<file path="src/rtl/lla_pkg.sv">
// Package for the life-like automaton engine.
// Holds grid sizes, codes, shared structs and the rule lookup; no dependencies.

package lla_pkg;

	localparam int MAX_ROWS = 64;
	localparam int MAX_COLS = 64;
	localparam int ROW_W = $clog2(MAX_ROWS);
	localparam int COL_W = $clog2(MAX_COLS);
	localparam int ADDR_W = ROW_W + COL_W;
	localparam int DEPTH = MAX_ROWS * MAX_COLS;
	localparam int MASK_W = 9;
	localparam int SIZE_W = 7;
	localparam int CNT_W = 4;
	localparam int PADDR_W = 4;
	localparam int PDATA_W = 32;

	localparam logic [MASK_W-1:0] BIRTH_RESET = MASK_W'(8);
	localparam logic [MASK_W-1:0] SURVIVE_RESET = MASK_W'(12);
	localparam logic [SIZE_W-1:0] ROWS_RESET = SIZE_W'(64);
	localparam logic [SIZE_W-1:0] COLS_RESET = SIZE_W'(64);

	typedef enum logic [1:0] {
		FUNC_WRITE  = 2'd0,
		FUNC_READ   = 2'd1,
		FUNC_GEN    = 2'd2,
		FUNC_UPDATE = 2'd3
	} func_t;

	typedef enum logic [1:0] {
		REG_BIRTH   = 2'd0,
		REG_SURVIVE = 2'd1,
		REG_ROWS    = 2'd2,
		REG_COLS    = 2'd3
	} reg_idx_t;

	typedef struct packed {
		logic [MASK_W-1:0] birth;
		logic [MASK_W-1:0] survive;
		logic [SIZE_W-1:0] rows;
		logic [SIZE_W-1:0] cols;
	} cfg_t;

	typedef struct packed {
		logic              we;
		logic [ADDR_W-1:0] waddr;
		logic              wdata;
		logic              re;
		logic [ADDR_W-1:0] raddr;
	} mem_req_t;

	function automatic logic [ADDR_W-1:0] cell_addr(input logic [ROW_W-1:0] row,
		input logic [COL_W-1:0] col);
		return {row, col};
	endfunction

	function automatic logic next_value(input logic alive, input logic [CNT_W-1:0] cnt,
		input cfg_t cfg);
		logic [MASK_W-1:0] mask;
		mask = alive ? cfg.survive : cfg.birth;
		return (cnt < CNT_W'(MASK_W)) ? mask[cnt] : 1'b0;
	endfunction

endpackage

</file>
<file path="src/rtl/lla_seq.sv">
// Sequencer: item handling, neighbor scan over the grid memory, generation
// sweep, copy-back pass and the output register. Depends on lla_pkg.

module lla_seq import lla_pkg::*; (
	input  logic             clk,
	input  logic             arst_n,
	input  cfg_t             cfg,
	input  logic             in_valid,
	output logic             in_ready,
	input  logic [1:0]       func,
	input  logic [ROW_W-1:0] cell_row,
	input  logic [COL_W-1:0] cell_col,
	input  logic             write_value,
	output logic             out_valid,
	input  logic             out_ready,
	output logic             cell_value,
	output logic [CNT_W-1:0] neighbor_count,
	output mem_req_t         cell_req,
	input  logic             cell_rdata,
	output mem_req_t         next_req,
	input  logic             next_rdata
);

	typedef enum logic [7:0] {
		S_IDLE   = 8'b0000_0001,
		S_RDREQ  = 8'b0000_0010,
		S_RDWAIT = 8'b0000_0100,
		S_NBR    = 8'b0000_1000,
		S_EVAL   = 8'b0001_0000,
		S_COPY   = 8'b0010_0000,
		S_CDRAIN = 8'b0100_0000,
		S_FIN    = 8'b1000_0000
	} state_t;

	state_t            state_q;
	func_t             func_q;
	logic              wv_q;
	logic              inside_q;
	logic [ROW_W-1:0]  gr_q;
	logic [COL_W-1:0]  gc_q;
	logic [1:0]        dr_q;
	logic [1:0]        dc_q;
	logic [CNT_W-1:0]  cnt_q;
	logic              alive_q;
	logic              res_val_q;
	logic [CNT_W-1:0]  res_cnt_q;
	logic              pend_s1;
	logic              self_s1;
	logic              cpv_s1;
	logic [ADDR_W-1:0] cpaddr_s1;
	logic              out_valid_q;
	logic              cell_value_q;
	logic [CNT_W-1:0]  neighbor_count_q;

	logic              in_fire;
	logic              out_free;
	logic              inside_in;
	logic              last_row;
	logic              last_col;
	logic              last_cell;
	logic              last_nbr;
	logic [SIZE_W-1:0] rt;
	logic [SIZE_W-1:0] ct;
	logic [SIZE_W-1:0] rn;
	logic [SIZE_W-1:0] cn;
	logic              nb_ok;
	logic [CNT_W-1:0]  cnt_sum;
	logic              alive_now;
	logic              new_val;

	assign in_ready = (state_q == S_IDLE);
	assign in_fire = in_valid && in_ready;
	assign out_free = !out_valid_q || out_ready;
	assign inside_in = ({1'b0, cell_row} < cfg.rows) && ({1'b0, cell_col} < cfg.cols);

	assign last_row = ({1'b0, gr_q} == (cfg.rows - SIZE_W'(1)));
	assign last_col = ({1'b0, gc_q} == (cfg.cols - SIZE_W'(1)));
	assign last_cell = last_row && last_col;
	assign last_nbr = (dr_q == 2'd2) && (dc_q == 2'd2);

	// Neighbor coordinates are kept offset by one so that row -1 shows as zero.
	assign rt = {1'b0, gr_q} + SIZE_W'(dr_q);
	assign ct = {1'b0, gc_q} + SIZE_W'(dc_q);
	assign rn = rt - SIZE_W'(1);
	assign cn = ct - SIZE_W'(1);
	assign nb_ok = (rt != '0) && (ct != '0) && (rn < cfg.rows) && (cn < cfg.cols);

	assign cnt_sum = cnt_q + CNT_W'(pend_s1 && !self_s1 && cell_rdata);
	assign alive_now = alive_q || (pend_s1 && self_s1 && cell_rdata);
	assign new_val = next_value(alive_now, cnt_sum, cfg);

	always_comb begin
		cell_req = '0;
		next_req = '0;
		cell_req.re = ((state_q == S_NBR) && nb_ok) || (state_q == S_RDREQ);
		cell_req.raddr = (state_q == S_NBR) ? cell_addr(rn[ROW_W-1:0], cn[COL_W-1:0])
			: cell_addr(gr_q, gc_q);
		priority if (cpv_s1) begin
			cell_req.we = 1'b1;
			cell_req.waddr = cpaddr_s1;
			cell_req.wdata = next_rdata;
		end else if ((state_q == S_EVAL) && (func_q == FUNC_UPDATE)) begin
			cell_req.we = 1'b1;
			cell_req.waddr = cell_addr(gr_q, gc_q);
			cell_req.wdata = new_val;
		end else if ((state_q == S_FIN) && (func_q == FUNC_WRITE) && inside_q && out_free) begin
			cell_req.we = 1'b1;
			cell_req.waddr = cell_addr(gr_q, gc_q);
			cell_req.wdata = wv_q;
		end else begin
			cell_req.we = 1'b0;
		end
		next_req.we = (state_q == S_EVAL) && (func_q == FUNC_GEN);
		next_req.waddr = cell_addr(gr_q, gc_q);
		next_req.wdata = new_val;
		next_req.re = (state_q == S_COPY);
		next_req.raddr = cell_addr(gr_q, gc_q);
	end

	always_ff @(posedge clk or negedge arst_n) begin
		if (!arst_n) begin
			state_q <= S_IDLE;
			pend_s1 <= 1'b0;
			cpv_s1 <= 1'b0;
			out_valid_q <= 1'b0;
		end else begin
			pend_s1 <= (state_q == S_NBR) && nb_ok;
			cpv_s1 <= (state_q == S_COPY);
			if ((state_q == S_FIN) && out_free) begin
				out_valid_q <= 1'b1;
			end else if (out_ready) begin
				out_valid_q <= 1'b0;
			end
			unique case (state_q)
				S_IDLE: begin
					if (in_fire) begin
						unique case (func_t'(func))
							FUNC_WRITE:  state_q <= S_FIN;
							FUNC_READ:   state_q <= inside_in ? S_RDREQ : S_FIN;
							FUNC_GEN:    state_q <= S_NBR;
							FUNC_UPDATE: state_q <= inside_in ? S_NBR : S_FIN;
						endcase
					end
				end
				S_RDREQ:  state_q <= S_RDWAIT;
				S_RDWAIT: state_q <= S_FIN;
				S_NBR: begin
					if (last_nbr) begin
						state_q <= S_EVAL;
					end
				end
				S_EVAL: begin
					if (func_q == FUNC_GEN) begin
						state_q <= last_cell ? S_COPY : S_NBR;
					end else begin
						state_q <= S_FIN;
					end
				end
				S_COPY: begin
					if (last_cell) begin
						state_q <= S_CDRAIN;
					end
				end
				S_CDRAIN: state_q <= S_FIN;
				S_FIN: begin
					if (out_free) begin
						state_q <= S_IDLE;
					end
				end
			endcase
		end
	end

	always_ff @(posedge clk) begin
		unique case (state_q)
			S_IDLE: begin
				if (in_fire) begin
					func_q <= func_t'(func);
					wv_q <= write_value;
					inside_q <= inside_in;
					res_val_q <= 1'b0;
					res_cnt_q <= '0;
					cnt_q <= '0;
					alive_q <= 1'b0;
					dr_q <= '0;
					dc_q <= '0;
					if (func_t'(func) == FUNC_GEN) begin
						gr_q <= '0;
						gc_q <= '0;
					end else begin
						gr_q <= cell_row;
						gc_q <= cell_col;
					end
				end
			end
			S_RDREQ: begin
			end
			S_RDWAIT: begin
				res_val_q <= cell_rdata;
			end
			S_NBR: begin
				cnt_q <= cnt_sum;
				alive_q <= alive_now;
				self_s1 <= (dr_q == 2'd1) && (dc_q == 2'd1);
				if (dc_q == 2'd2) begin
					dc_q <= '0;
					dr_q <= dr_q + 2'd1;
				end else begin
					dc_q <= dc_q + 2'd1;
				end
			end
			S_EVAL: begin
				if (func_q == FUNC_GEN) begin
					cnt_q <= '0;
					alive_q <= 1'b0;
					dr_q <= '0;
					dc_q <= '0;
					if (last_col) begin
						gc_q <= '0;
						gr_q <= last_row ? '0 : gr_q + ROW_W'(1);
					end else begin
						gc_q <= gc_q + COL_W'(1);
					end
				end else begin
					res_val_q <= new_val;
					res_cnt_q <= cnt_sum;
				end
			end
			S_COPY: begin
				cpaddr_s1 <= cell_addr(gr_q, gc_q);
				if (last_col) begin
					gc_q <= '0;
					gr_q <= gr_q + ROW_W'(1);
				end else begin
					gc_q <= gc_q + COL_W'(1);
				end
			end
			S_CDRAIN: begin
			end
			S_FIN: begin
				if (out_free) begin
					cell_value_q <= res_val_q;
					neighbor_count_q <= res_cnt_q;
				end
			end
		endcase
	end

	assign out_valid = out_valid_q;
	assign cell_value = cell_value_q;
	assign neighbor_count = neighbor_count_q;

endmodule

</file>
<file path="config.mk">
export PLATFORM = sky130hd
export DESIGN_NAME = lla_seq
export DESIGN_NICKNAME = d
export VERILOG_FILES = /design/src/rtl/lla_pkg.sv /design/src/rtl/lla_seq.sv
export SDC_FILE = /design/constraint.sdc
export NUM_CORES = 1
export LEC_CHECK = 0
export BUFFER_PORTS_ARGS = -buffer_cell sky130_fd_sc_hd__buf_2
export CORE_ASPECT_RATIO = 0.75
export CORE_MARGIN = 5
export CORE_UTILIZATION = 40
export CTS_BUF_LIST = sky130_fd_sc_hd__clkbuf_4 sky130_fd_sc_hd__clkbuf_8
export CTS_CLUSTER_SIZE = 8
export DETAILED_ROUTE_END_ITERATION = 12
export HOLD_SLACK_MARGIN = 0.15
export PLACE_DENSITY_LB_ADDON = 0.15
export SLEW_MARGIN = 15
export SYNTH_ARGS = -nofsm -noshare
export SYNTH_HDL_FRONTEND = slang
export SYNTH_SLANG_ARGS = --single-unit
</file>
<file path="constraint.sdc">
create_clock -name clk -period 3.8 [get_ports clk]
set_input_delay 0.76 -clock clk [delete_from_list [all_inputs] [get_ports clk]]
set_output_delay 0.76 -clock clk [all_outputs]
set_load 0.05 [all_outputs]
</file>
; Yosys cells after proc, flatten, opt, wreduce, memory -nomap -nowiden
; Cells that the tools add are included.
[totals]
reg_bits = 59
[op_classes]
add_sub_neg = 11
magnitude_cmp = 6
eq_ne = 28
n_mux = 49
n_reduce_logical = 43
[ops]
columns = op, count
row1 = $mux 6, 11
row2 = $mux 8, 7
row3 = $pmux 8 s7, 1
row4 = $pmux 6 s3, 2
row5 = $pmux 8 s4, 1
row6 = $mux 14, 2
row7 = $sub 7x1->7 const B, 4
row8 = $logic_and 1x1->1, 19
row9 = $add 6x2->7, 2
row10 = $eq 6x7->1, 2
row11 = $lt 6x7->1, 2
row12 = $lt 7x7->1, 2
row13 = $reduce_bool 7->1, 2
row14 = $mux 13, 1
row15 = $add 6x1->6 const B, 2
row16 = $eq 2x2->1 const B, 6
row17 = $mux 12, 1
row18 = $mux 4, 3
row19 = $pmux 2 s3, 2
row20 = $pmux 4 s3, 1
row21 = $reduce_and 3->1, 4
row22 = $ne 2x1->1 const B, 5
row23 = $mux 9, 1
row24 = $reduce_bool 3->1, 3
row25 = 27 further kinds, 51

; Logic depth before layout (Yosys ltp)
[depth]
word_depth = 9
ltp_mapped = 13
mapped_depth_nobuf = 13

; Worst setup path after synthesis
; No wires, ideal clock.
[synth_path]
path_kind = register to output
startpoint = register gc_q[0]
endpoint = output cell_req[12] in the netlist's numbering
arrival_time_ns = 3.664
required_time_ns = 3.040
setup_slack_ns = -0.624
path_stages_with_launch = 14
path_cell_list = edfxtp_1 ha_1 inv_1 fa_1 inv_1 a31oi_1 nor3b_1 mux2i_1 xnor2_1 ha_1 a21o_1 a22oi_1 nand4_1 o21bai_1
[synth_lines]
columns = item, line
row1 = "start, declared", lla_seq.sv:40  ; logic [COL_W-1:0] gc_q;
row2 = "start signal, assigned", lla_seq.sv:192  ; gc_q <= cell_col;
row3 = "start signal, assigned", lla_seq.sv:222  ; gc_q <= gc_q + COL_W'(1);
row4 = "start signal, assigned", lla_seq.sv:235  ; gc_q <= gc_q + COL_W'(1);
row5 = "end, declared", lla_seq.sv:18  ; output mem_req_t cell_req,

==> results.toml <==
[logic_synthesis]
syn_nets = 578
yosysUniqueCellTypes = 74
synthCells = 485
synth_async_sr_flop_share_pct = 18.6
synth-main-ff-cell = "edfxtp_1"
yosysSeqAreaShare_pct = 36.4
synth-seq-cells = 59
yosys_warnings = 0
synth-edff-count = 48
syn_avg_cell_area_um2 = 9.72
netlist_area_um2 = 4720

[floorplanning]
die_h_um = 104
die_width_um = 135
dieArea_um2 = 14100
core-area_um2 = 11600
boundaryPins = 114
num_rows = 34
start_util_pct = 40.8

[setup_path]
reg2reg_from = "dr_q[0]"
rr_worst_depth = 13
r2r_slack_ns = 0.85
critPathKind = "register to output pin"
arrival_ns = 3.27
startpoint_type = "register"
critPathMaxFanout = 2
rr_endpoint = "pend_s1"
required_ns = 3.04
crit_path_end_kind = "output pin"

[placed_design]
dp.cells = 754
dp_slack_ns = -0.0241
io_buffers = 113
dpl_cell_area_um2 = 5530
finalWeightedCongestion = 0.937
place_hpwl_um = 11300

[route]
drt-vias-per-instance = 5.24
drcViolationCount = 0
firstDrtPassIters = 5
dr.first_iter.drc_count = 234
num_vias = 4054
wl_per_cell_um = 17.6
routed_wirelength_um = 13600
final_antenna_net_count = 0

[final_layout]
area_delta_synth_final_pct = 23.1
final_core_util_pct = 50.2
fillCellCount = 1137
final_nets = 698
drive_gt1_share_pct = 31.8
final_area_um2 = 5810
final_cells = 773

[global_routing]
grt_pass1_wl_um = 21100
antenna_found_initial = 1
grt_max_degree = 19
grt_pass1_vias = 3804
grt_usage_pct = 19.2
overflow = 0

[timing]
finalSetupViolCount = 1
rsz0062_at_grt = "true"
fin_crit_sh_pct = 106
hold_slack_ns = 0.297
period_needed_ns = 4.03
final_hold_viol_count = 0
report.final.slew_viol_count = 0
worst_pin_slew_ns = 0.632
tns_ns = -0.233
fmax_mhz = 248
layout_setup_ws_ns = -0.233
clock_skew_ns = 0.00906
relSlewSlack_pct = 57.6

[min_path]
holdCritPathClass = "primary input to asynchronous set/reset pin"

[pwr]
p_leak_nw = 2.59
powerDensity_nw_per_um2 = 765
finalPower_mw = 4.44
vdd_drop_max_mv = 0.660

[status]
status = "complete, but fails checks"
violations = "setup timing"

[clock_tree]
cts.sinks = 59
cts_tree = "done"
clk_pin_slew_worst_paths_ns = 0.07
root_buffer = "clkbuf_8"
htreeDepth = 3
cts_buffers = 9
clockBufferDepth = 2
clkLatencyLatePin_ns = 0.34

[run]
cap_violations = 0
-- logic make-up (layout without fill, tap and decap cells) --
logic type               after synthesis  count (layout)  synth area share [%]
multiplexers                          12              12                  3.74
AND/OR/NAND/NOR                      171             171                  19.6
buffers and inverters                 67             192                  6.45
other                                  0               1                     0
AO/OA/AOI/OAI                         93              93                  14.6
XOR/XNOR                              43              43                  8.28
adder cells (fa/ha/maj)               40              40                  10.9
flip-flops                            59              59                  36.4
-- Yosys cell counts (all sizes together), types with 12 or more instances --
| master | number | share of area [%] |
|---|---|---|
| a21oi | 12 | 1.4 |
| a22o | 12 | 2.2 |
| buf | 17 | 2.5 |
| clkbuf | 14 | 1.1 |
| edfxtp | 48 | 31 |
| ha | 38 | 10 |
| inv | 35 | 2.8 |
| nand2 | 44 | 3.5 |
| nand3 | 14 | 1.5 |
| nor2 | 39 | 3.2 |
| nor3 | 13 | 1.5 |
| o21ai | 23 | 2.4 |
| xnor2 | 23 | 4.3 |
| xor2 | 19 | 3.5 |
-- per-layer routing --
| layer | wire [µm] | up-vias | track usage (%) |
|---|---|---|---|
| li1 | - | 1983 | - |
| met1 | 6770 | 1900 | 30.0 |
| met2 | 5390 | 160 | 26.3 |
| met3 | 1320 | 11 | 4.98 |
| met4 | 159 | 0 | 3.81 |
| met5 | 0 | - | 0 |
-- layout make-up --
cell class              count  area, µm²  share of cell area (%)
multi-input cells         359       2740                    47.1
flip-flops and latches     59       1720                    29.6
clock buffers              12        159                    2.74
clock inverters             4       73.8                    1.27
well taps                 162        203                    3.49
inverters                  36        135                    2.33
repair buffers            140        778                    13.4
diodes                      1       2.50                  0.0431
-- where the power goes --
group          total [mW]  switching [mW]  internal (mW)
Clock               0.658           0.246          0.412
Sequential           1.06           0.141          0.923
Combinational        2.72            1.76          0.961
-- worst max path at each step --
stage	from	end	slack, ns	depth (start not counted)
after floorplan	gc_q[0]	cell_req[12]	-0.19	11
after global placement	gr_q[0]	cell_req[12]	0.02	13
after detailed placement	gr_q[0]	cell_req[12]	-0.02	11
after CTS	gr_q[0]	cell_req[12]	-0.31	13
after global routing	gc_q[0]	cell_req[12]	-0.40	14
final	dr_q[0]	cell_req[12]	-0.23	13
-- what timing repair did --
item                       4_1_cts  5_1_grt
pin swaps                        2        6
setup endpoints to repair        1        1
hold buffers                     0        0
gates resized for setup          6        1
buffers inserted                 0        2
-- worst max-delay path: stages, from the launching register on --
cell	delay, ns
edfxtp_1	0.40
ha_2	0.21
fa_1	0.51
inv_1	0.05
ha_1	0.28
inv_1	0.04
ha_1	0.25
a21boi_1	0.13
o21a_1	0.17
o21a_1	0.17
o2111ai_1	0.16
nand4_1	0.20
o21bai_4	0.19
buf_8	0.16
-- sequential cells by signal, indices dropped and copies added (netlist names) --
signal          count
gr_q                6
res_cnt_q           4
cnt_q               4
cell_value          1
cpv_s1              1
pend_s1             1
neighbor_count      4
gc_q                6
state_q             8
res_val_q           1
self_s1             1
out_valid           1
alive_q             1
dr_q                2
cpaddr_s1          12
inside_q            1
dc_q                2
func_q              2
wv_q                1
-- layout by cell type, fill, tap and decap left out, types with 11 or more instances in the layout --
cell type and n:
inv_1 34, nor2_1 38, buf_4 27, o21ai_1 17, xnor2_1 22, nand3_1 14
clkbuf_8 11, edfxtp_1 48, xor2_1 19, a22o_1 12, nor3_1 12, a21oi_1 11
ha_1 35, nand2_1 44, buf_2 112
Power figures use the tool's default switching activity.
