--- config.mk ---
export PLATFORM = sky130hd
export DESIGN_NAME = lla_cfg
export DESIGN_NICKNAME = d
export VERILOG_FILES = /design/src/rtl/lla_pkg.sv /design/src/rtl/lla_cfg.sv
export SDC_FILE = /design/constraint.sdc
export NUM_CORES = 1
export LEC_CHECK = 0
export ABC_AREA = 1
export BUFFER_PORTS_ARGS = -buffer_cell sky130_fd_sc_hd__buf_2
export CAP_MARGIN = 20
export CORE_MARGIN = 2
export CORE_UTILIZATION = 44
export DETAILED_ROUTE_END_ITERATION = 10
export GPL_TIMING_DRIVEN = 0
export PLACE_DENSITY = 0.85
export RECOVER_POWER = 100
export SYNTH_ARGS = -nofsm -noshare
export SYNTH_HDL_FRONTEND = slang
export SYNTH_SLANG_ARGS = --single-unit
--- constraint.sdc ---
create_clock -name clk -period 1.32 [get_ports clk]
set_input_delay 0.264 -clock clk [delete_from_list [all_inputs] [get_ports clk]]
set_output_delay 0.264 -clock clk [all_outputs]
set_load 0.02 [all_outputs]
--- src/rtl/lla_pkg.sv ---
// Package for the life-like automaton engine.
// Holds grid sizes, codes, shared structs and the rule lookup; no dependencies.

package lla_pkg;

	localparam int MAX_ROWS = 64;
	localparam int MAX_COLS = 64;
	localparam int ROW_W = $clog2(MAX_ROWS);
	localparam int COL_W = $clog2(MAX_COLS);
	localparam int ADDR_W = ROW_W + COL_W;
	localparam int DEPTH = MAX_ROWS * MAX_COLS;
	localparam int MASK_W = 9;
	localparam int SIZE_W = 7;
	localparam int CNT_W = 4;
	localparam int PADDR_W = 4;
	localparam int PDATA_W = 32;

	localparam logic [MASK_W-1:0] BIRTH_RESET = MASK_W'(8);
	localparam logic [MASK_W-1:0] SURVIVE_RESET = MASK_W'(12);
	localparam logic [SIZE_W-1:0] ROWS_RESET = SIZE_W'(64);
	localparam logic [SIZE_W-1:0] COLS_RESET = SIZE_W'(64);

	typedef enum logic [1:0] {
		FUNC_WRITE  = 2'd0,
		FUNC_READ   = 2'd1,
		FUNC_GEN    = 2'd2,
		FUNC_UPDATE = 2'd3
	} func_t;

	typedef enum logic [1:0] {
		REG_BIRTH   = 2'd0,
		REG_SURVIVE = 2'd1,
		REG_ROWS    = 2'd2,
		REG_COLS    = 2'd3
	} reg_idx_t;

	typedef struct packed {
		logic [MASK_W-1:0] birth;
		logic [MASK_W-1:0] survive;
		logic [SIZE_W-1:0] rows;
		logic [SIZE_W-1:0] cols;
	} cfg_t;

	typedef struct packed {
		logic              we;
		logic [ADDR_W-1:0] waddr;
		logic              wdata;
		logic              re;
		logic [ADDR_W-1:0] raddr;
	} mem_req_t;

	function automatic logic [ADDR_W-1:0] cell_addr(input logic [ROW_W-1:0] row,
		input logic [COL_W-1:0] col);
		return {row, col};
	endfunction

	function automatic logic next_value(input logic alive, input logic [CNT_W-1:0] cnt,
		input cfg_t cfg);
		logic [MASK_W-1:0] mask;
		mask = alive ? cfg.survive : cfg.birth;
		return (cnt < CNT_W'(MASK_W)) ? mask[cnt] : 1'b0;
	endfunction

endpackage

--- src/rtl/lla_cfg.sv ---
// Configuration registers behind the APB-style port.
// Depends on lla_pkg; delivers the rule masks and the clamped grid size.

module lla_cfg import lla_pkg::*; (
	input  logic               clk,
	input  logic               arst_n,
	input  logic               psel,
	input  logic               penable,
	input  logic               pwrite,
	input  logic [PADDR_W-1:0] paddr,
	input  logic [PDATA_W-1:0] pwdata,
	output logic [PDATA_W-1:0] prdata,
	output cfg_t               cfg
);

	logic [MASK_W-1:0] birth_q;
	logic [MASK_W-1:0] survive_q;
	logic [SIZE_W-1:0] rows_q;
	logic [SIZE_W-1:0] cols_q;
	reg_idx_t          idx;

	assign idx = reg_idx_t'(paddr[3:2]);

	always_ff @(posedge clk or negedge arst_n) begin
		if (!arst_n) begin
			birth_q <= BIRTH_RESET;
			survive_q <= SURVIVE_RESET;
			rows_q <= ROWS_RESET;
			cols_q <= COLS_RESET;
		end else if (psel && penable && pwrite) begin
			unique case (idx)
				REG_BIRTH:   birth_q <= pwdata[MASK_W-1:0];
				REG_SURVIVE: survive_q <= pwdata[MASK_W-1:0];
				REG_ROWS:    rows_q <= pwdata[SIZE_W-1:0];
				REG_COLS:    cols_q <= pwdata[SIZE_W-1:0];
			endcase
		end
	end

	always_comb begin
		unique case (idx)
			REG_BIRTH:   prdata = PDATA_W'(birth_q);
			REG_SURVIVE: prdata = PDATA_W'(survive_q);
			REG_ROWS:    prdata = PDATA_W'(rows_q);
			REG_COLS:    prdata = PDATA_W'(cols_q);
		endcase
	end

	always_comb begin
		cfg.birth = birth_q;
		cfg.survive = survive_q;
		priority if (rows_q == '0) begin
			cfg.rows = SIZE_W'(1);
		end else if (rows_q > SIZE_W'(MAX_ROWS)) begin
			cfg.rows = SIZE_W'(MAX_ROWS);
		end else begin
			cfg.rows = rows_q;
		end
		priority if (cols_q == '0) begin
			cfg.cols = SIZE_W'(1);
		end else if (cols_q > SIZE_W'(MAX_COLS)) begin
			cfg.cols = SIZE_W'(MAX_COLS);
		end else begin
			cfg.cols = cols_q;
		end
	end

endmodule

* Word level (Yosys, flattened, before mapping)
Index checks and enable logic that the tools add are counted.
Storage, ports and cells: memories kept 0, bits in writable memories 0, input port bits 41, latch bits 0, bits in registers 32, ROM bits 0, word-level logic and storage cells 23
Cells by class: shift operators 0, add/subtract/negate cells 0, reductions and logical operators 9, div/mod/pow operators 0, muxes and demuxes 5, order comparisons 2, equality and inequality tests 3, multiply operators 0, bitwise logic cells 0
Operator list (count):
- $pmux W32 S4 | 1
- $mux W7 | 4
- $gt A7 B7 Y1 const B | 2
- $logic_not A7 Y1 | 2
- $reduce_and A2 Y1 | 4
- $eq A2 B2 Y1 const B | 2
- $eq A2 B1 Y1 const B | 1
- $logic_and A1 B1 Y1 | 2
- $logic_not A2 Y1 | 1

* Depth between registers and ports, before layout
Gate-level depths: netlist (run 1).
depth in word-level cells 3, depth in mapped cells 7, gate-level depth less buffers 5

* Worst setup path after synthesis (run 1)
Ideal clock, no wire load.
path type input -> output, start point in paddr[2], end point out prdata[7], data required time 1056 ps, cell stages on the path 4, arrival time 1001 ps, slack 55 ps, path buffers 2, cells stage by stage buf_4 -> nand2_1 -> buf_4 -> o22ai_1
Between the ends: word-level cells in the longest chain between the ends 2
Ends and longest elaborated chain:
- start, declared | line lla_cfg.sv:10 | input logic [PADDR_W-1:0] paddr,
- $eq A2 B2 Y1 (tied with other cells) | line lla_cfg.sv:41 | unique case (idx)
- $pmux W32 S4 * | line lla_cfg.sv:41
- end, declared | line lla_cfg.sv:12 | output logic [PDATA_W-1:0] prdata,
Mark *: on every way between the ends. The rest lies on a longest branch, timed or not. The select of a mux whose other input is x is not followed.

==> run summary, run 1 <==
Leaving out fill and tap cells, the most frequent cells in the layout are sky130_fd_sc_hd__nand2_1, sky130_fd_sc_hd__buf_4, sky130_fd_sc_hd__dfrtp_1, sky130_fd_sc_hd__o21ai_0, sky130_fd_sc_hd__conb_1. The number of DRC violations after detailed-routing iteration 0 came out at slightly below 90. The final non-filler cell area is between 0.002 and 0.003 mm². On the critical path, the stage with the largest delay is an instance of sky130_fd_sc_hd__dfrtp_1. The clock passes through at most 2 buffers. The fmax came out at around 650 MHz. The internal power came out at 2470 µW. The pre-antenna-repair detailed-routing pass consisted of 4 iterations. In the routed design, unresolved DRC markers number 0.

The global-route wire length before repair came out at between 7 and 8 mm. The arrival time of the worst setup path is around 1300 ps. After synthesis the netlist holds a flip-flop and latch count of 32. The clock slew seen by the registers of the worst setup and hold paths is roughly 60 ps. The number of sinks driven by the clock tree is 32. The final RePlAce weighted congestion came out at about 0.92.

The worst-case setup margin in the final layout came out at -214 ps. The unique cell type count in the Yosys netlist is 21. The max-slew violation total from the final report is 0.

In the finished design, the share of the clock period the worst path needs comes to 116%. The H-tree level count came out at 2. The number of global-route vias before repair came out at approximately 1.6k.

The maximum cell stage delay along the critical path is 420 ps. The share of synthesized area occupied by flip-flops and latches came out at 44.9%. The shortest clock period the worst path allows after layout is between 1500 and 2000 ps. The clock latency reported for the late side of the worst-skew pair is approximately 280 ps. The number of warnings printed during yosys synthesis came out at 0. The run finished, with violations left. The number of nets still failing antenna checks after routing is 0. At the worst endpoint, the required time is around 1100 ps. The nature of the critical path endpoint is a primary output. The aggregate routed wire length is between 5 and 6 mm. The total core area is approximately 0.004 mm². The sum of negative setup slack came out at -3070 ps.

The repair_antennas step left the layout with diodes totalling 0. Compared with the post-synthesis result, the final layout area differs by 50.9%. The initial cell density of the core is around 45%. The leftover overflow at the end of global routing is 0.

The combinational power share came out at a little under half. The worst slack on hold paths is approximately 60 ps. In this run the cell area of the synthesized design comes to approximately 0.0018 mm².

The overall die width is a little under 70 µm. The post-route netlist has between 40% and 50% of its cells at a drive strength greater than 1. TritonCTS built the clock tree.

In this run the cell area measured after placement is approximately 0.0022 mm². The average wire per cell in the routed design is ~14 µm. In this run switching power makes up approximately two fifths of total power. The biggest fanout along the worst timing path came out at 3. The count of mapped cells out of synthesis came out at between 200 and 250. The net load switching power came out at roughly 1600 µW. The number of hold-slack violations in the final timing report came out at 0. The tool flagged a number of max-cap violations equal to 0.

Once detailed placement completed, the half-perimeter wirelength came to ~3.5 mm. The final standard cell utilization of the core came out at between 60% and 70%. The top-level I/O count came out at about 110. The number of nets in the final layout came out at 382. The worst slew slack as a fraction of its limit came out at 45.9%. Leaving out fill and tap cells, the most frequent cell in the layout is sky130_fd_sc_hd__nand2_1. The number of setup violations in the final report is 23. The transition time of the tightest slew-check pin came out at roughly 810 ps.

The post-route clock skew is 0 ps. The sequential share of power came out at about a third. The cell sitting at the root of the clock tree is a sky130_fd_sc_hd__clkbuf_8. The initial antenna violation count came to 0. The die outline height is 67.9 µm.

The checks that failed: negative setup slack. Each instance of the synthesized netlist takes up on average around 7.6 µm². The worst setup path is launched from a flip-flop. The worst hold path class is input port to asynchronous set/reset pin. The average via count per standard cell is 4.87. The combined global-route utilization of all metal layers is 23.4%. The number of clock buffers inserted by TritonCTS came out at 5. Entering global routing, the biggest net connects 33 pins. The total power of the final layout is 4080 µW. The static power due to leakage is ~0.0014 µW. The number of vias after detailed routing is ~1.9k. The critical path is of the flip-flop to primary output type.

The area of the die came out at between 0.004 and 0.005 mm². Setup repair after global routing could not meet its margin everywhere. The clock network fraction of total power came out at a little under 20%. The highest ir drop seen on vdd came out at around 0.00081 V.

The signal on the critical path passes through nor2_1, nand3_2, a21oi_2, buf_6. The standard-cell row count came out at 23. The quantity of I/O buffers inserted on ports came out at between 50 and 60. The power per unit of standard cell area came out at about 1500 mW/mm².
cells in the mapped netlist:
cell                       number  share of area (%)
sky130_fd_sc_hd__nand3_1       10                2.8
sky130_fd_sc_hd__nand2_1       70                 15
sky130_fd_sc_hd__nand2_2        2               0.70
sky130_fd_sc_hd__o22ai_1        2               0.70
sky130_fd_sc_hd__inv_1         18                3.8
sky130_fd_sc_hd__buf_4         29                 12
sky130_fd_sc_hd__nor2_1        15                3.1
sky130_fd_sc_hd__nor2_2         2               0.70
sky130_fd_sc_hd__a21oi_1        5                1.4
sky130_fd_sc_hd__o21ai_0       22                6.1
sky130_fd_sc_hd__dfstp_2        5                7.3
sky130_fd_sc_hd__dfrtp_1       27                 38
sky130_fd_sc_hd__o21ai_1       10                2.8
sky130_fd_sc_hd__conb_1         1               0.21
sky130_fd_sc_hd__nand2_4        1               0.63
sky130_fd_sc_hd__buf_6          1               0.63
sky130_fd_sc_hd__nor2_4         1               0.63
sky130_fd_sc_hd__nand4_1        7                2.4
sky130_fd_sc_hd__clkbuf_1       5                1.0
sky130_fd_sc_hd__inv_4          1               0.35
sky130_fd_sc_hd__inv_2          2               0.42
flip-flops by register name (all words and copies together) (netlist names):
signal and count:
survive_q 9, rows_q 7, cols_q 7, birth_q 9
power groups by stage:
stage | combinational, µW | clock (µW) | sequential [µW]
after floorplan | 720 | 0 | 1510
after global placement | 1250 | 0 | 1400
after detailed placement | 1280 | 0 | 1400
after CTS | 1690 | 786 | 1380
after global routing | 2020 | 845 | 1430
final | 1880 | 785 | 1410
worst max-delay path, delay by kind of cell (launching register included):
kind,cells,cell delay (ps)
AOI/OAI and AO/OA,1,160
buffers and inverters,1,130
DFF,1,420
and+or+nand+nor,2,270
per-layer routing:
layer  GRT usage (%)  up-vias  routed length [µm]
met4            8.75        0                 130
li1                -      910                   -
met2            35.7       95                2600
met1            32.0      891                2210
met3            6.09       14                 437
met5               0        -                   0
logic make-up (layout without fill, tap and decap cells):
group	after synthesis	count (layout)	synth area share (%)
AO/OA/AOI/OAI	39	39	11.0
buffers and inverters	56	140	18.3
flip-flops	32	32	44.9
other	1	23	0.209
AND/OR/NAND/NOR	108	108	25.6
stage by stage:
step                      cells  worst slack [ps]
final                       392              -214
after detailed placement    363              -139
after global placement      363              -140
after global routing        392              -272
after floorplan             258              54.8
after CTS                   382              -167
layout make-up:
type	count	area (µm²)
fill	343	1260
multi-input combinational	170	853
sequential	32	807
tap	50	62.6
timing repair buffer	78	583
inverter	21	88.8
buffer	33	228
clock buffer	8	90.1
repair_timing:
item	CTS	global route
gates resized for setup	61	30
endpoints found under the setup margin	23	24
pin swaps	15	11
gates cloned	0	0
buffers inserted	13	11
hold buffers	0	0
path summary, 6_finish.rpt:
check	startpoint	cells after the start	slack (ps)	end
worst min register to register	survive_q[2]	2	490	survive_q[2]
worst min-delay path	arst_n	1	60	cols_q[1]
worst max-delay path	rows_q[1]	4	-210	cfg[7]
worst max register to register	rows_q[2]	4	330	rows_q[2]
max in group asynchronous	arst_n	1	760	birth_q[0]
min in group clk	pwdata[7]	3	210	birth_q[7]
No activity file was read; power rests on OpenSTA's default activity.
==> run 2, diff against run 1 <==
--- a/config.mk
+++ b/config.mk
@@ -5,14 +5,13 @@
 export SDC_FILE = /design/constraint.sdc
 export NUM_CORES = 1
 export LEC_CHECK = 0
-export ABC_AREA = 1
 export BUFFER_PORTS_ARGS = -buffer_cell sky130_fd_sc_hd__buf_2
 export CAP_MARGIN = 20
 export CORE_MARGIN = 2
-export CORE_UTILIZATION = 44
+export CORE_UTILIZATION = 43
 export DETAILED_ROUTE_END_ITERATION = 10
 export GPL_TIMING_DRIVEN = 0
-export PLACE_DENSITY = 0.85
+export PLACE_DENSITY = 0.9
 export RECOVER_POWER = 100
 export SYNTH_ARGS = -nofsm -noshare
 export SYNTH_HDL_FRONTEND = slang
==> run summary, run 2 <==
The top cell types in the final layout, fill and taps aside, are sky130_fd_sc_hd__buf_4, sky130_fd_sc_hd__dfrtp_1, sky130_fd_sc_hd__conb_1, sky130_fd_sc_hd__mux2_1, sky130_fd_sc_hd__buf_6. In the final layout, the multi-input gates occupy between 800 and 900 µm². Of the cells placed in the final design, the portion with a size suffix greater than 1 is between 50% and 60%. The data required time of the critical path came out at roughly 1100 ps. For this design, the slowest cell found on the critical path is sky130_fd_sc_hd__mux4_2. The initial utilization of the core area, before any placement, comes to between 40% and 50%.

The combinational power share came out at around 47%. The initial antenna violation count is 0. The net count of the finished layout is between 200 and 300. The aggregate routed wire length is around 4.3 mm. The biggest fanout along the worst timing path is 4.

The combined area of all synthesized cells came out at roughly 0.0018 mm². The mean post-synth cell area came out at 13.7 µm². The root buffer cell is sky130_fd_sc_hd__clkbuf_8.

The largest net degree at the start of global routing came out at 33. The sum of negative setup slack is -3650 ps. The number of DRC violations after detailed-routing iteration 0 is 50. Tracing the worst setup path back leads to its startpoint at rows_q[2]. The final standard cell utilization of the core came out at between 60% and 70%. Clock-pin slew was measured on the worst setup and hold paths at approximately 70 ps. Of the total power, the share spent switching nets is about 36%. The biggest area contributor in the post-synthesis netlist is sky130_fd_sc_hd__dfrtp_1. Across the whole layout, storage elements account for 807 µm². The top-level I/O count came out at around 110. In this run the worst hold path is classified as input port to asynchronous set/reset pin. The worst setup path is of the flip-flop to primary output kind.

Between clock sinks in the finished design, the worst skew comes to 0 ps. The number of enable-type register cells in the synthesized netlist came out at 0. The highest ir drop seen on vdd is roughly 0.00059 V.

The die outline height came out at 68.4 µm. The worst slew slack as a fraction of its limit is 47.4%. The synthesized flop and latch total is 32. The final RePlAce weighted congestion came out at around 0.76. The buffer and inverter count on the worst path came out at 1. The internal power is 2650 µW. The async set or reset register ratio after synthesis came out at 100%. The shortest clock period the worst path allows after layout came out at around 1600 ps. The final cycle utilization of the critical path is 122%.

The number of sinks driven by the clock tree is 32. The cell with the most instances after synthesis is sky130_fd_sc_hd__dfrtp_1. The flow ran to the end, but the final reports show violations. The number of global-route vias before repair was 1269. The deepest clock path buffer count came out at 2. The leftover overflow at the end of global routing is 0. The number of warnings printed during yosys synthesis is 0. The number of setup violations in the final report is 27. The maximum cell stage delay along the critical path came out at 480 ps. The sequential share of power came out at around a third. The H-tree level count is 2. The final reports fail on negative setup slack. Walking the worst path, the cells encountered are mux4_2, buf_6.

The endpoint identified for the worst register-to-register timing path is rows_q[4]. The proportion of netlist area held by the largest area contributor is 37.8%. After synthesis, flip-flops and latches occupy between 40% and 50% of the total area. Ranked by instance count, the synthesized netlist is headed by sky130_fd_sc_hd__dfrtp_1, sky130_fd_sc_hd__buf_4, sky130_fd_sc_hd__mux2_4. The arrival time of the worst setup path is roughly 1400 ps. The TritonCTS clock tree is built. In the final layout, the registers with the most flip-flops are birth_q (9), survive_q (9). After synthesis, the netlist uses 21 different library cells. The number of vias after detailed routing is 1322.

The max-capacitance violation count is 0. Detailed placement ended at an HPWL of roughly 2.8 mm. The clock latency reported for the late side of the worst-skew pair is 290 ps. The startpoint of the lowest-slack register-to-register path is rows_q[4]. The count of mapped cells out of synthesis is 130. The average via count per standard cell is 4.54. The total core area is 0.00400 mm². For this design, the CTS-stage hold fixing added 0 buffers.

The total iterations of the first detailed-routing run came out at 4. Among all flip-flop cells after synthesis, the most frequent one is sky130_fd_sc_hd__dfrtp_1. The power per unit of standard cell area is between 1500 and 2000 mW/mm².

Relative to the synthesized area, the layout overhead comes to 46.9%. After layout, the worst setup slack is -292 ps. The die is roughly 68 µm wide. For this run, the number of standard cells in the final layout without fillers is 291. The number of nets still failing antenna checks after routing is 0. The worst slack on hold paths came out at 52.7 ps.

Setup slack on the worst reg-to-reg path comes out at approximately 160 ps. The library cell used most frequently in the layout, excluding fill and tap cells, is sky130_fd_sc_hd__buf_4. The count of unresolved DRC violations after routing came out at 0.

The static power due to leakage is roughly 0.0013 µW. For the worst flop-to-flop path, the logic depth is 4. In this run the core area contains 23 standard-cell rows. The worst setup path is captured at a primary output. The net load switching power came out at 1490 µW. STA classifies the critical path startpoint as a flip-flop. The global-route wire length before repair came out at about 6.4 mm. The count of buffers added on input and output ports is 56. In the final routed layout, each cell accounts on average for 14.6 µm. The number of hold-slack violations in the final timing report was 0. On the critical path the largest part of the delay comes from multiplexers. The max-slew violation total from the final report came out at 0. The clock network accounts for a little under a fifth of the total power. The antenna diode count came out at 0.

The fmax is 620 MHz. The filler cell count in the final layout came out at 323. The number of clock buffers inserted by TritonCTS is 5. At the pin with the least slew margin, the transition time is between 700 and 800 ps. Setup repair after global routing could not meet its margin everywhere. The cell total after placement is about 260.

The combined global-route utilization of all metal layers came out at 19.5%. The die covers between 0.004 and 0.005 mm². Sorting the synthesized cells by area gives the leading types as sky130_fd_sc_hd__dfrtp_1, sky130_fd_sc_hd__mux2_4, sky130_fd_sc_hd__buf_4.
run 2: cell types whose count changed in the layout (fill, tap and decap cells not counted), moves of 6 or more:
| cell | previous run | this run |
|---|---|---|
| sky130_fd_sc_hd__mux4_2 | 0 | 7 |
| sky130_fd_sc_hd__clkbuf_2 | 5 | 13 |
| sky130_fd_sc_hd__nor2_2 | 7 | 1 |
| sky130_fd_sc_hd__mux2_4 | 0 | 10 |
| sky130_fd_sc_hd__mux2_1 | 0 | 22 |
| sky130_fd_sc_hd__clkbuf_1 | 22 | 14 |
| sky130_fd_sc_hd__nand4_1 | 7 | 1 |
| sky130_fd_sc_hd__nand2_1 | 68 | 0 |
| sky130_fd_sc_hd__buf_4 | 51 | 45 |
| sky130_fd_sc_hd__o21ai_0 | 24 | 0 |
| sky130_fd_sc_hd__o21ai_1 | 8 | 0 |
| sky130_fd_sc_hd__inv_1 | 14 | 0 |
run 2: how the worst max path moves through the flow:
stage	slack, ps	to	depth (start not counted)
2_1_floorplan	9	birth_q[0]	3
3_5_place_dp	-350	birth_q[1]	4
5_1_grt	-320	prdata[2]	2
3_3_place_gp	-300	birth_q[4]	4
6_report	-290	prdata[2]	2
4_1_cts	-290	prdata[5]	2
run 2: stage by stage:
stage	worst slack (ps)	power, µW	cell area (µm²)
3_3_place_gp	-300	2840	2210
4_1_cts	-291	4070	2590
3_5_place_dp	-347	2880	2210
5_1_grt	-324	4350	2620
2_1_floorplan	8.62	2410	1870
6_report	-292	4140	2620
run 2: power groups by stage:
stage                     Clock [µW]  Sequential (µW)  Combinational [µW]
after floorplan                    0             1580                 830
after global placement             0             1470                1370
after detailed placement           0             1480                1400
after CTS                        795             1420                1860
after global routing             842             1450                2060
final                            783             1420                1940
run 2: metal layers:
metal | GRT usage, % | share of wire [%]
met1 | 24.0 | 42
met2 | 30.8 | 49
met3 | 6.91 | 7.0
met4 | 8.25 | 2.3
met5 | 0 | 0
run 2: final cells by class:
type / instances / area share, %
multi-input combinational: 90 / 33.2
inverter: 1 / 0.143
timing repair buffer: 81 / 21.6
tap: 50 / 2.39
sequential: 32 / 30.8
buffer: 29 / 8.40
clock inverter: 2 / 0.382
clock buffer: 6 / 3.15
run 2: kinds of logic after synthesis:
group | after synthesis | share of synthesized area (%)
mux | 41 | 33.9
compound gates | 2 | 0.561
simple gates | 24 | 7.92
buf+inv | 30 | 12.2
flops | 32 | 45.2
other cells | 1 | 0.210
run 2: timing repair:
item,4_1_cts,5_1_grt
cloned,0,0
buffers inserted,19,8
gates resized for setup,40,19
pin swaps,4,1
endpoints found under the setup margin,31,23
